<file path="config.mk">
export PLATFORM = sky130hd
export DESIGN_NAME = http_chunked_body_decoder
export DESIGN_NICKNAME = d
export VERILOG_FILES = /design/src/rtl/hcbd_pkg.sv /design/src/rtl/hcbd_parser.sv /design/src/rtl/http_chunked_body_decoder.sv
export SDC_FILE = /design/constraint.sdc
export NUM_CORES = 1
export LEC_CHECK = 0
export BUFFER_PORTS_ARGS = -buffer_cell sky130_fd_sc_hd__clkbuf_2
export CORE_MARGIN = 2
export CORE_UTILIZATION = 60
export DETAILED_ROUTE_END_ITERATION = 8
export PLACE_DENSITY_LB_ADDON = 0.08
export SLEW_MARGIN = 20
export SYNTH_ARGS = -nofsm -noshare
export SYNTH_HDL_FRONTEND = slang
export SYNTH_SLANG_ARGS = --single-unit
</file>
<file path="constraint.sdc">
create_clock -name clk -period 11.4 [get_ports clk]
set_input_delay 0.57 -clock clk [delete_from_list [all_inputs] [get_ports clk]]
set_output_delay 0.57 -clock clk [all_outputs]
set_load 0.05 [all_outputs]
</file>
<file path="src/rtl/hcbd_pkg.sv">
// ----------------------------------------------------------------------------
// hcbd_pkg
// Shared types and constants of the chunked body decoder: field widths,
// status codes, register indexes and the per-byte result record.
// ----------------------------------------------------------------------------
package hcbd_pkg;

	// length fields, size accumulator and frame limit
	localparam int LEN_W = 24;

	localparam logic [7:0] CH_CR = 8'h0D;
	localparam logic [7:0] CH_LF = 8'h0A;

	typedef enum logic [1:0] {
		ST_OK        = 2'd0,
		ST_INVALID   = 2'd1,
		ST_OVERRANGE = 2'd2,
		ST_NO_BODY   = 2'd3
	} status_t;

	typedef enum logic [0:0] {
		REG_FRAME_LIMIT  = 1'b0,
		REG_CHUNKED_MODE = 1'b1
	} reg_index_t;

	localparam logic KIND_PAYLOAD = 1'b0;
	localparam logic KIND_STATUS  = 1'b1;

	localparam logic ACT_BYTE    = 1'b0;
	localparam logic ACT_RESTART = 1'b1;

	typedef struct packed {
		logic             valid;
		logic             kind;
		logic [7:0]       payload_byte;
		logic             last_payload;
		status_t          status;
		logic [LEN_W-1:0] chunk_length;
		logic [LEN_W-1:0] frame_length;
	} res_t;

endpackage

</file>
<file path="src/rtl/hcbd_parser.sv">
// ----------------------------------------------------------------------------
// hcbd_parser
// Chunk framing state machine: size line, payload, trailer. Works out the
// result of the presented byte in one pass and advances on each step.
// ----------------------------------------------------------------------------
module hcbd_parser (
	input  logic                       clk,
	input  logic                       arst_n,
	input  logic                       step,
	input  logic                       action,
	input  logic [7:0]                 byte_value,
	input  logic [hcbd_pkg::LEN_W-1:0] frame_limit,
	input  logic                       chunked_mode,
	output hcbd_pkg::res_t             res
);
	import hcbd_pkg::*;

	typedef enum logic [2:0] {
		PH_LINE    = 3'd0,
		PH_PAYLOAD = 3'd1,
		PH_TR_CR   = 3'd2,
		PH_TR_LF   = 3'd3,
		PH_HALT    = 3'd4
	} phase_t;

	phase_t           phase_q, phase_d;
	logic [LEN_W-1:0] line_count_q, line_count_d;
	logic [LEN_W-1:0] size_accum_q, size_accum_d;
	logic [LEN_W-1:0] payload_left_q, payload_left_d;
	logic             size_overflow_q, size_overflow_d;
	logic             bad_char_q, bad_char_d;
	logic             prev_cr_q, prev_cr_d;

	logic [LEN_W-1:0] line_inc;
	logic [LEN_W+1:0] line_frame;
	logic [LEN_W+1:0] done_frame;
	logic [4:0]       hex;

	// bit 4 marks a hex digit, bits 3:0 its value
	function automatic logic [4:0] hex_digit(input logic [7:0] c);
		logic [4:0] r;
		r = 5'd0;
		if (c >= "0" && c <= "9")
			r = {1'b1, 4'(c - "0")};
		else if (c >= "a" && c <= "f")
			r = {1'b1, 4'(c - "a" + 8'd10)};
		else if (c >= "A" && c <= "F")
			r = {1'b1, 4'(c - "A" + 8'd10)};
		return r;
	endfunction

	assign line_inc   = line_count_q + 1'b1;
	assign line_frame = {2'b00, line_inc} + {2'b00, size_accum_q} + (LEN_W+2)'(2);
	assign done_frame = {2'b00, line_count_q} + {2'b00, size_accum_q} + (LEN_W+2)'(2);
	assign hex        = hex_digit(byte_value);

	always_comb begin
		phase_d         = phase_q;
		line_count_d    = line_count_q;
		size_accum_d    = size_accum_q;
		payload_left_d  = payload_left_q;
		size_overflow_d = size_overflow_q;
		bad_char_d      = bad_char_q;
		prev_cr_d       = prev_cr_q;
		res             = '0;

		if (action == ACT_RESTART) begin
			phase_d         = PH_LINE;
			line_count_d    = '0;
			size_accum_d    = '0;
			payload_left_d  = '0;
			size_overflow_d = 1'b0;
			bad_char_d      = 1'b0;
			prev_cr_d       = 1'b0;
		end else if (!chunked_mode) begin
			res.valid  = 1'b1;
			res.kind   = KIND_STATUS;
			res.status = ST_NO_BODY;
		end else begin
			case (phase_q)
				PH_LINE: begin
					line_count_d = line_inc;
					if (prev_cr_q && byte_value == CH_LF) begin
						prev_cr_d = 1'b0;
						if (bad_char_q || size_overflow_q
						    || line_frame > {2'b00, frame_limit}) begin
							phase_d    = PH_HALT;
							res.valid  = 1'b1;
							res.kind   = KIND_STATUS;
							res.status = bad_char_q ? ST_INVALID : ST_OVERRANGE;
						end else begin
							payload_left_d = size_accum_q;
							phase_d = (size_accum_q != '0) ? PH_PAYLOAD : PH_TR_CR;
						end
					end else begin
						// a CR not followed by LF spoils the line
						if (prev_cr_q)
							bad_char_d = 1'b1;
						if (byte_value == CH_CR) begin
							prev_cr_d = 1'b1;
						end else begin
							prev_cr_d = 1'b0;
							if (!hex[4]) begin
								bad_char_d = 1'b1;
							end else if (!size_overflow_q) begin
								// saturate: any digit beyond the top nibble overflows
								if (size_accum_q[LEN_W-1 -: 4] != 4'd0)
									size_overflow_d = 1'b1;
								else
									size_accum_d = {size_accum_q[LEN_W-5:0], hex[3:0]};
							end
						end
						if (line_inc >= frame_limit) begin
							phase_d    = PH_HALT;
							res.valid  = 1'b1;
							res.kind   = KIND_STATUS;
							res.status = ST_OVERRANGE;
						end
					end
				end
				PH_PAYLOAD: begin
					res.valid        = 1'b1;
					res.kind         = KIND_PAYLOAD;
					res.payload_byte = byte_value;
					res.last_payload = (payload_left_q == LEN_W'(1));
					payload_left_d   = payload_left_q - 1'b1;
					if (payload_left_q == LEN_W'(1))
						phase_d = PH_TR_CR;
				end
				PH_TR_CR: begin
					bad_char_d = (byte_value != CH_CR);
					phase_d    = PH_TR_LF;
				end
				PH_TR_LF: begin
					res.valid = 1'b1;
					res.kind  = KIND_STATUS;
					if (bad_char_q || byte_value != CH_LF) begin
						phase_d    = PH_HALT;
						res.status = ST_INVALID;
					end else begin
						res.status       = ST_OK;
						res.chunk_length = size_accum_q;
						res.frame_length = done_frame[LEN_W-1:0];
						phase_d          = PH_LINE;
						line_count_d     = '0;
						size_accum_d     = '0;
						payload_left_d   = '0;
						size_overflow_d  = 1'b0;
						bad_char_d       = 1'b0;
						prev_cr_d        = 1'b0;
					end
				end
				default: begin
					// halted: swallow bytes until restart
				end
			endcase
		end
	end

	always_ff @(posedge clk or negedge arst_n) begin
		if (!arst_n) begin
			phase_q         <= PH_LINE;
			line_count_q    <= '0;
			size_accum_q    <= '0;
			payload_left_q  <= '0;
			size_overflow_q <= 1'b0;
			bad_char_q      <= 1'b0;
			prev_cr_q       <= 1'b0;
		end else if (step) begin
			phase_q         <= phase_d;
			line_count_q    <= line_count_d;
			size_accum_q    <= size_accum_d;
			payload_left_q  <= payload_left_d;
			size_overflow_q <= size_overflow_d;
			bad_char_q      <= bad_char_d;
			prev_cr_q       <= prev_cr_d;
		end
	end

	a_payload_left: assert property (@(posedge clk) disable iff (!arst_n)
		phase_q == PH_PAYLOAD |-> payload_left_q != '0)
		else $error("payload phase with nothing left to pass");

	a_restart_clears: assert property (@(posedge clk) disable iff (!arst_n)
		step && action == ACT_RESTART
		|=> phase_q == PH_LINE && line_count_q == '0 && !prev_cr_q)
		else $error("restart did not return to size line start");

endmodule

</file>
<file path="src/rtl/http_chunked_body_decoder.sv">
// ----------------------------------------------------------------------------
// http_chunked_body_decoder
// Chunked transfer body decoder: parses hex size lines, passes payload bytes
// and reports one status per chunk frame.
// ----------------------------------------------------------------------------
// Takes one transaction per clock: each byte (or restart) is decoded in the
// cycle it is accepted and its result, if any, lands in the output register
// on the next edge. in_ready stays high unless that register holds a result
// that out_ready is not taking, so a stalled sink stops input after one
// result and throughput is one byte per cycle otherwise. The longest path is
// the size-line frame size check, a 26-bit add and compare against frame_limit.
// Errors halt the decoder until a restart transaction. Configuration writes
// take effect on the next edge and are meant for idle periods.
module http_chunked_body_decoder (
	input  logic                       clk,
	input  logic                       arst_n,
	input  logic                       cfg_we,
	input  logic [0:0]                 cfg_index,
	input  logic [hcbd_pkg::LEN_W-1:0] cfg_data,
	input  logic                       in_valid,
	output logic                       in_ready,
	input  logic                       action,
	input  logic [7:0]                 byte_value,
	output logic                       out_valid,
	input  logic                       out_ready,
	output logic                       kind,
	output logic [7:0]                 payload_byte,
	output logic                       last_payload,
	output logic [1:0]                 status,
	output logic [hcbd_pkg::LEN_W-1:0] chunk_length,
	output logic [hcbd_pkg::LEN_W-1:0] frame_length
);
	import hcbd_pkg::*;

	logic [LEN_W-1:0] frame_limit_q;
	logic             chunked_mode_q;
	logic             out_valid_q;
	res_t             res;
	res_t             res_q;
	logic             accept;

	assign in_ready = !out_valid_q || out_ready;
	assign accept   = in_valid && in_ready;

	always_ff @(posedge clk or negedge arst_n) begin
		if (!arst_n) begin
			frame_limit_q  <= LEN_W'(65536);
			chunked_mode_q <= 1'b1;
		end else if (cfg_we) begin
			case (reg_index_t'(cfg_index))
				REG_FRAME_LIMIT:  frame_limit_q  <= cfg_data;
				REG_CHUNKED_MODE: chunked_mode_q <= cfg_data[0];
				default: ;
			endcase
		end
	end

	hcbd_parser u_parser (
		.clk          (clk),
		.arst_n       (arst_n),
		.step         (accept),
		.action       (action),
		.byte_value   (byte_value),
		.frame_limit  (frame_limit_q),
		.chunked_mode (chunked_mode_q),
		.res          (res)
	);

	always_ff @(posedge clk or negedge arst_n) begin
		if (!arst_n)
			out_valid_q <= 1'b0;
		else if (accept)
			out_valid_q <= res.valid;
		else if (out_ready)
			out_valid_q <= 1'b0;
	end

	// hold the result while the sink stalls
	always_ff @(posedge clk) begin
		if (accept && res.valid)
			res_q <= res;
	end

	assign out_valid    = out_valid_q;
	assign kind         = res_q.kind;
	assign payload_byte = res_q.payload_byte;
	assign last_payload = res_q.last_payload;
	assign status       = res_q.status;
	assign chunk_length = res_q.chunk_length;
	assign frame_length = res_q.frame_length;

	a_payload_fields: assert property (@(posedge clk) disable iff (!arst_n)
		out_valid_q && res_q.kind == KIND_PAYLOAD
		|-> res_q.status == ST_OK && res_q.chunk_length == '0 && res_q.frame_length == '0)
		else $error("payload transaction carries status fields");

	a_frame_covers_chunk: assert property (@(posedge clk) disable iff (!arst_n)
		out_valid_q && res_q.kind == KIND_STATUS && res_q.status == ST_OK
		|-> {1'b0, res_q.frame_length} >= {1'b0, res_q.chunk_length} + (LEN_W+1)'(2))
		else $error("frame length shorter than chunk plus trailer");

endmodule

</file>
Word-level counts from Yosys, hierarchy flattened

Index checks and enable logic that the tools add are counted.

Bits in registers: 164
Input bits: 39

Add/subtract/negate cells: 11
$lt $le $gt $ge: 8
Equal/unequal tests: 18
Multiplexer cells: 70
Bitwise gates (word level): 4
Reduce and logical (&&, ||, !) cells: 30

Operator list:

| cell                                                 | count |
|---|---|
| two-way mux 24 bit                                   | 14 |
| two-way mux 48 bit                                   | 3 |
| one-hot mux 24 bit (2 select lines)                  | 2 |
| one-hot mux 24 bit (3 select lines)                  | 1 |
| two-way mux 61 bit                                   | 1 |
| adder 26 x 2 -> 26 bit (second input constant)       | 1 |
| greater-than comparator 26 x 24 -> 1 bit             | 1 |
| adder 24 x 24 -> 25 bit                              | 1 |
| adder 24 x 1 -> 24 bit (second input constant)       | 1 |
| adder 24 x 2 -> 24 bit (second input constant)       | 1 |
| adder 24 bit                                         | 1 |
| == test 24 x 1 -> 1 bit (second input constant)      | 1 |
| >= comparator 24 bit                                 | 1 |
| nonzero test 24 bit                                  | 1 |
| subtractor 24 x 1 -> 24 bit (second input constant)  | 1 |
| two-way mux 1 bit                                    | 21 |
| two-way mux 3 bit                                    | 7 |
| two-way mux 2 bit                                    | 10 |
| two-way mux 9 bit                                    | 2 |
| != test 3 bit (second input constant)                | 6 |
| == test 8 x 4 -> 1 bit (second input constant)       | 2 |
| >= comparator 8 x 7 -> 1 bit (second input constant) | 2 |
| <= comparator 8 x 7 -> 1 bit (second input constant) | 2 |
| != test 8 x 4 -> 1 bit (second input constant)       | 2 |
| 31 further kinds                                     | 56 |

Logic depth before layout (Yosys ltp)

Gate-level depths: netlist (run 1).

Depth in word-level cells: 13
Depth in mapped cells: 31
Gate-level depth less buffers: 30

Hierarchy

Synthesis (run 1) repeated with hierarchy kept, for this count alone.

Cell total of the unflattened synthesis: 1196
Area total of the unflattened synthesis: 11626.2 um2

Modules (own cells, without submodules):

| module                    | instances | cells each | area an instance (um2) | seq. area each (um2) |
|---|---|---|---|---|
| hcbd_parser               | 1         | 1075       | 8719.6                 | 1951.9 |
| http_chunked_body_decoder | 1         | 121        | 2906.5                 | 2454.9 |

Worst setup path before layout (run 1)

No wires, ideal clock.

Path type: reg-to-reg
From: register u_parser.line_count_q[0]
To: register res_q (netlist bit chunk_length[0]) (enable)
Arrival: 9.083 ns
Required time: 10.915 ns
Slack: 1.831 ns
Cell stages (with the launch flop): 32
Buffers on the path: 2
Period minus slack after synthesis: 9.569 ns
Cell sequence: dfrtp_1 ha_1 nand3_1 nor2_1 and3_1 and3_1 clkbuf_1 nand3_1 xnor2_1 ha_1 buf_2 a21o_1 or3b_2 o22ai_1 a21oi_2 xor2_1 nand4_1 or3_1 or2_2 xnor2_1 ha_1 and3_1 nand4_1 nor4_1 o21ai_0 o21ai_0 a2111oi_0 o311ai_0 mux2_4 nand3_2 a311o_1 nor2b_1

Cells in the longest elaborated chain, start to end: 11
Elaborated cells between the ends (all ways): 13
Classes of those cells: add/sub: 3; order compare: 2; mux: 6; reduce/logical: 2

RTL lines:

| element                                  | RTL line                        | RTL |
|---|---|---|
| from (decl)                              | hcbd_parser.sv:27               | `logic [LEN_W-1:0] line_count_q, line_count_d;` |
| from (signal assigned)                   | hcbd_parser.sv:171              | `line_count_q <= line_count_d;` |
| adder 24 x 1 -> 24 bit *                 | hcbd_parser.sv:52               | `assign line_inc = line_count_q + 1'b1;` |
| adder 24 x 24 -> 25 bit                  | hcbd_parser.sv:53               | `assign line_frame = {2'b00, line_inc} + {2'b00, size_accum_q} + (LEN_W+2)'(2);` |
| adder 26 x 2 -> 26 bit                   | hcbd_parser.sv:53               |  |
| greater-than comparator 26 x 24 -> 1 bit | hcbd_parser.sv:86               | `\|\| line_frame > {2'b00, frame_limit}) begin` |
| logical OR 1 bit                         | hcbd_parser.sv:86               |  |
| two-way mux 2 bit                        | hcbd_parser.sv:85               | `if (bad_char_q \|\| size_overflow_q` |
| two-way mux 2 bit *                      | hcbd_parser.sv:83               | `if (prev_cr_q && byte_value == CH_LF) begin` |
| one-hot mux 2 bit (3 select lines) *     | hcbd_parser.sv:80               | `case (phase_q)` |
| two-way mux 2 bit *                      | hcbd_parser.sv:75               | `end else if (!chunked_mode) begin` |
| two-way mux 61 bit *                     | hcbd_parser.sv:67               | `if (action == ACT_RESTART) begin` |
| logical AND 1 bit *                      | http_chunked_body_decoder.sv:80 | `if (accept && res.valid)` |
| to (signal assigned)                     | http_chunked_body_decoder.sv:81 | `res_q <= res;` |
| to (decl)                                | http_chunked_body_decoder.sv:39 | `res_t res_q;` |

Every way passes the cells marked *; elsewhere a longest branch is shown, timed or not.
A chain may end at the register's enable or synchronous reset.

Final worst setup path (run 1)

From: register u_parser.line_count_q[0]
To: register res_q (netlist bit chunk_length[5]) (enable)

The elaborated chain is that of the path after synthesis.

==> impl_metrics.toml, run 1 <==
[status]
status = "finished, final reports clean"

[global_route]
track_usage = 0.2981
grt_pass1_vias = 9942
grt_max_degree = 60
overflow = 0
antenna_found_initial = 0
grt_pass1_wl_um = 51000

[clock_network]
post_cts_buffers = 0
clk_path_buf_depth = 2
htree_levels = 4
path_clk_slew_ns = 0.07
cts_root_buffer = "clkbuf_16"
clkLatencyLatePin_ns = 0.44
ctsHoldBuffers = 0
cts_tree = "built"
clkSinkCount = 164
cts.repair.resized = 0
cts_buffers = 17

[worst_setup_path]
cp_max_fo = 48
start_kind = "flip-flop"
cp_data_required_time_ns = 11.51
slowest_stage = "a2111oi_0"
end_kind = "flip-flop"
worstSetupPathType = "reg -> reg"
worstPathArrival_ns = 9.06
slowest_delay_ns = 0.76

[logic_synthesis]
synth_top_family_by_area = "simple AND/OR/NAND/NOR gates"
async_flop_share = 0.6341
synth_xor_area_frac = 0.06242
synth_fp_nets = 1539
synth.most_common_cell = "nand2_1"
synthesis.area_mm2 = 0.01221
ys_seq_elements = 164
synth_common_cells = "nand2_1 (163), ha_1 (129), nor2_1 (111), o21ai_0 (109), dfrtp_1 (102)"
ys_types = 83
synth_simple_gate_area_share = 0.2050
synth_top_cell_by_area = "dfrtp_1"
synth-edff-count = 60
syn_inst = 1369
synth_top_area_frac = 0.2091
ys.flop_type = "dfrtp_1"
synth.area.top_cells = "dfrtp_1 (21%), edfxtp_1 (15%), ha_1 (13%)"
synth_compound_area_frac = 0.1883
synth_mux_area_frac = 0.01281
syn_area_per_cell_um2 = 8.917
ys_warn_count = 0
yosys.area_share.adder = 0.1355
ys_seq_area_frac = 0.3610

[timing]
hold_slack_ns = 0.1226
max_freq_mhz = 111.7
finalClockSkew_ns = 0.01083
post-route-period-util = 0.7853
slew_violations = 0
slew_headroom = 0.3182
max_slew.worst_pin.slew_ns = 1.022
rsz0062_at_grt = "no"
finalSetupTns_ns = 0
fin_crit_ns = 8.952
hold_viol_final = 0
setup_viol = 0

[placed_design]
port-buffer-count = 100
gp_congestion = 0.9321
dp_cells = 1692
dp_hpwl_um = 23390

[routing]
via_count = 10450
drtIter0Drc = 836
drt_wl_total_um = 31870
ant_nets = 0
drt-pass1-iter-count = 5
drc = 0
wire_per_inst_um = 18.47
vias_per_cell = 6.057

[die]
die_h_um = 146.6
initial_core_util = 0.6072
num_rows = 52
pin_count = 101
core-area_mm2 = 0.02010
die_area_mm2 = 0.02150
die_x_um = 146.6

[cells_and_area]
areaGrowthSynthToFinish_pct = 10.56
layout.nets = 1612
fin_util = 0.6713
drive_gt1_frac = 0.1223
final_cells = 1725
num_antenna_cells = 0

[power]
vdd_drop_max_v = 0.0001060
leakagePower_nw = 6.414
power.density_mw_per_mm2 = 118.9

[hold_path]
worst_hold_path_type = "in -> async"

[run]
max_cap_viol_count = 0
==> layer usage <==
layer / vias to the layer above / wire length [µm] / track usage
li1: 5121 / - / -
met3: 71 / 1545 / 0.04156
met5: - / 0 / 0
met2: 306 / 15610 / 0.5117
met1: 4950 / 13630 / 0.3798
met4: 0 / 1089 / 0.1223
==> final cells by class <==
class | count | area [µm²]
clock inverters | 13 | 111.4
inverters | 53 | 198.9
multi-input cells | 1095 | 7387
well taps | 270 | 337.8
fillers | 1659 | 6609
clock buffers | 19 | 464.2
repair buffers | 111 | 589.3
flip-flops and latches | 164 | 4407
==> stage by stage <==
step | setup WS [ns] | total power, mW | cell area, µm²
after global placement | 2.935 | 1.037 | 12910
after floorplan | 1.831 | 0.9419 | 12210
after CTS | 2.516 | 1.610 | 13480
final | 2.448 | 1.604 | 13500
after global routing | 1.771 | 1.675 | 13500
after detailed placement | 2.610 | 1.045 | 12910
==> power breakdown <==
group | internal [mW] | switching [mW]
combinational | 0.119 | 0.215
clock | 0.304 | 0.262
sequential | 0.657 | 0.0477
==> critical path: cells and delay by family (launching register included) <==
family | cells | cell delay (ns)
buf+inv | 1 | 0.30
compound gates | 11 | 3.14
flops | 1 | 0.48
fa+ha+maj | 3 | 0.92
xor+xnor | 3 | 0.70
simple gates | 11 | 2.68
mux | 1 | 0.33
==> flip-flops by register name, indices dropped and copies added, names as in the netlist <==
name,flops
chunk_length,24
frame_length,24
frame_limit_q,24
u_parser.line_count_q,24
u_parser.payload_left_q,24
u_parser.size_accum_q,24
payload_byte,8
u_parser.phase_q,3
status,2
chunked_mode_q,1
kind,1
last_payload,1
out_valid,1
u_parser.bad_char_q,1
u_parser.prev_cr_q,1
u_parser.size_overflow_q,1
==> layout by cell type, fill, tap and decap left out, types with 8 or more instances in the layout <==
master / instances
o211ai_1: 8
clkbuf_2: 99
a21oi_1: 64
buf_4: 11
and3_1: 29
dfrtp_1: 102
nand2b_1: 13
ha_1: 129
o31ai_1: 19
edfxtp_1: 60
nor4_1: 15
nor3_1: 38
clkbuf_16: 18
a21o_1: 35
nor2_1: 111
nand2_1: 163
inv_1: 53
nor2b_1: 10
xnor2_1: 52
nand3_1: 30
o21a_1: 8
xor2_1: 35
or2_2: 9
a211oi_1: 17
a31oi_1: 13
nand4_1: 13
o21ai_0: 109
and2_1: 37
==> logic make-up (layout without fill, tap and decap cells) <==
| group | after synthesis | count (layout) |
|---|---|---|
| AOI/OAI and AO/OA | 353 | 353 |
| xor gates and xnor gates | 87 | 87 |
| adders and majority gates | 131 | 131 |
| buffers and inverters | 110 | 196 |
| DFF | 164 | 164 |
| muxes | 14 | 14 |
| and+or+nand+nor | 510 | 510 |
==> path summary, 6_finish.rpt <==
kind | end | startpoint | cells after the start | slack, ns
setup / recovery | chunk_length[5] | u_parser.line_count_q[0] | 30 | 2.45
hold / removal | frame_limit_q[2] | arst_n | 1 | 0.12
setup reg to reg | chunk_length[5] | u_parser.line_count_q[0] | 30 | 2.45
hold reg to reg | u_parser.payload_left_q[22] | u_parser.payload_left_q[22] | 2 | 0.52
max in group asynchronous | u_parser.line_count_q[21] | arst_n | 2 | 10.04
min in group clk | frame_limit_q[16] | cfg_data[16] | 3 | 0.33
Power figures use the tool's default switching activity.
==> run 2, diff against run 1 <==
Settings changed: CORE_UTILIZATION 60 to 56.
Clock period 11.4 ns to 7.8 ns, I/O delays scaled along.
==> run 2 against run 1 <==
Against the previous run:
- highest routed layer unchanged
- clock skew is 0.0036 ns higher
- clock power is 54% higher
- the flow now finishes with violations (negative hold slack)
- cell count rose by 2.8%
- global-route usage grew 0.29 points
- register-to-register slack worse by 2.1 ns
- worst hold slack worse by 0.14 ns
==> impl_metrics.toml, run 2 (synthesis gave the netlist of run 1 again) <==
[worst_setup_path]
slowest_delay_ns = 0.43
end_kind = "flip-flop"
regToRegSetupSlack_ns = 0.37
rr_worst_depth = 30
worstSetupPathType = "reg -> reg"
rr_endpoint = "chunk_length[12]"
cp_data_required_time_ns = 7.98
slowest_stage = "or3_4"
rr_startpoint = "u_parser.line_count_q[1]"
cp_max_fo = 42
crit_buf_inv = 2
cp_top_family = "simple AND/OR/NAND/NOR gates"
start_kind = "flip-flop"
worstPathArrival_ns = 7.61

[routing]
wire_per_inst_um = 19.33
drt-pass1-iter-count = 5
dr_wl_met3_um = 1642
vias_per_cell = 6.037
wl_met1_um = 15210
topRoutingLayerUsed = "met4"
via_count = 10710
drt_wl_total_um = 34290
drtIter0Drc = 725
drc = 0
ant_nets = 0
dr_wl_met2_um = 16390

[timing]
fin_ws_ns = 0.3733
hold_viol_final = 9
slew_violations = 0
finalClockSkew_ns = 0.01439
max_slew.worst_pin.slew_ns = 1.028
fin_crit_ns = 7.427
slew_headroom = 0.3146
setup_viol = 0
finalSetupTns_ns = 0
post-route-period-util = 0.9521
max_freq_mhz = 134.7
hold_slack_ns = -0.02066

[power]
leakagePower_nw = 6.680
power.density_mw_per_mm2 = 170.5
vdd_drop_max_v = 0.0001371

[clock_network]
cts_buffers = 17
clkSinkCount = 164
cts_tree = "built"
clkLatencyLatePin_ns = 0.45
path_clk_slew_ns = 0.07
htree_levels = 4
clk_path_buf_depth = 2
cts_root_buffer = "clkbuf_16"

[placed_design]
post-place-ws_ns = 0.02022
placed_cell_area_mm2 = 0.01317
gp_congestion = 0.9356
dp_hpwl_um = 25170
port-buffer-count = 100

[cells_and_area]
num_antenna_cells = 0
final_common_cell = "nand2_1"
fin_util = 0.6538
areaGrowthSynthToFinish_pct = 15.81
layout.nets = 1651
final_cell_area_mm2 = 0.01414
regArea_mm2 = 0.004407
drive_gt1_frac = 0.1760
layout_common_cells = "nand2_1 (163), ha_1 (121), nor2_1 (109)"
multiInputGateArea_mm2 = 0.007682
fill_cells = 1859

[global_route]
grt_pass1_wl_um = 53220
grt_max_degree = 54
grt_pass1_vias = 9946
overflow = 0
track_usage = 0.3010
antenna_found_initial = 0

[die]
die_area_mm2 = 0.02299
num_rows = 54
core-area_mm2 = 0.02162
initial_core_util = 0.5646
pin_count = 101
die_x_um = 151.6
die_h_um = 151.6

[run]
max_cap_viol_count = 0

[status]
violations = "negative hold slack"
status = "complete, but fails checks"

[hold_path]
worst_hold_path_type = "in -> async"
## run 2: cell types whose count changed in the layout (fill, tap and decap cells not counted), moves of 4 or more
cell / previous run / this run
xnor2_2: 0 / 4
a21oi_2: 4 / 8
buf_4: 11 / 50
a21oi_1: 64 / 59
xor2_2: 0 / 5
xor2_1: 35 / 30
xnor2_1: 52 / 47
inv_8: 1 / 5
ha_1: 129 / 121
ha_2: 0 / 5
## run 2: worst max-delay path by stage
stage	startpoint	to	slack [ns]	depth (start not counted)
2_1_floorplan	u_parser.line_count_q[0]	chunk_length[0]	0.02	31
3_3_place_gp	u_parser.line_count_q[1]	chunk_length[10]	0.20	29
3_5_place_dp	u_parser.line_count_q[1]	chunk_length[10]	0.02	29
4_1_cts	u_parser.line_count_q[1]	chunk_length[9]	0.04	29
5_1_grt	u_parser.line_count_q[1]	chunk_length[8]	-0.09	32
6_report	u_parser.line_count_q[1]	chunk_length[12]	0.37	30
## run 2: report_power, final
part / internal (mW) / switching, mW / total [mW]
sequential: 0.960 / 0.0638 / 1.02
combinational: 0.186 / 0.327 / 0.513
clock: 0.437 / 0.437 / 0.874
## run 2: final cells by class
cell class                      count  area share
Multi-Input combinational cell   1095      0.5435
Sequential cell                   164      0.3117
Timing Repair Buffer              150     0.06302
Clock buffer                       17     0.03009
Tap cell                          280     0.02478
Inverter                           53     0.01407
Clock inverter                     15     0.01283
## run 2: metrics by stage
| stage | total power [mW] | instances |
|---|---|---|
| after global placement | 1.531 | 1734 |
| after global routing | 2.517 | 1774 |
| final | 2.411 | 1774 |
| after CTS | 2.414 | 1766 |
| after detailed placement | 1.542 | 1734 |
| after floorplan | 1.376 | 1369 |
## run 2: layer usage
layer  vias to the layer above  global-route usage
met5                         -                   0
met4                         0              0.1102
met3                        70             0.03593
met2                       308              0.4946
met1                      5143              0.4101
li1                       5189                   -
## run 2: worst register-to-register path: cells and delay by family (launching register included)
family,cells,cell delay [ns]
AO/OA/AOI/OAI,8,2.05
XOR/XNOR,2,0.33
adder cells (fa/ha/maj),3,0.90
buffers and inverters,2,0.38
flip-flops,1,0.38
multiplexers,1,0.28
AND/OR/NAND/NOR,14,2.82
## run 2: repair_timing
action,4_1_cts,5_1_grt
hold buffers,0,0
endpoints found under the hold margin,0,0
setup endpoints to repair,54,90
setup buffers,0,8
resized for setup,1,57
cloned,0,0
pin swaps,0,9
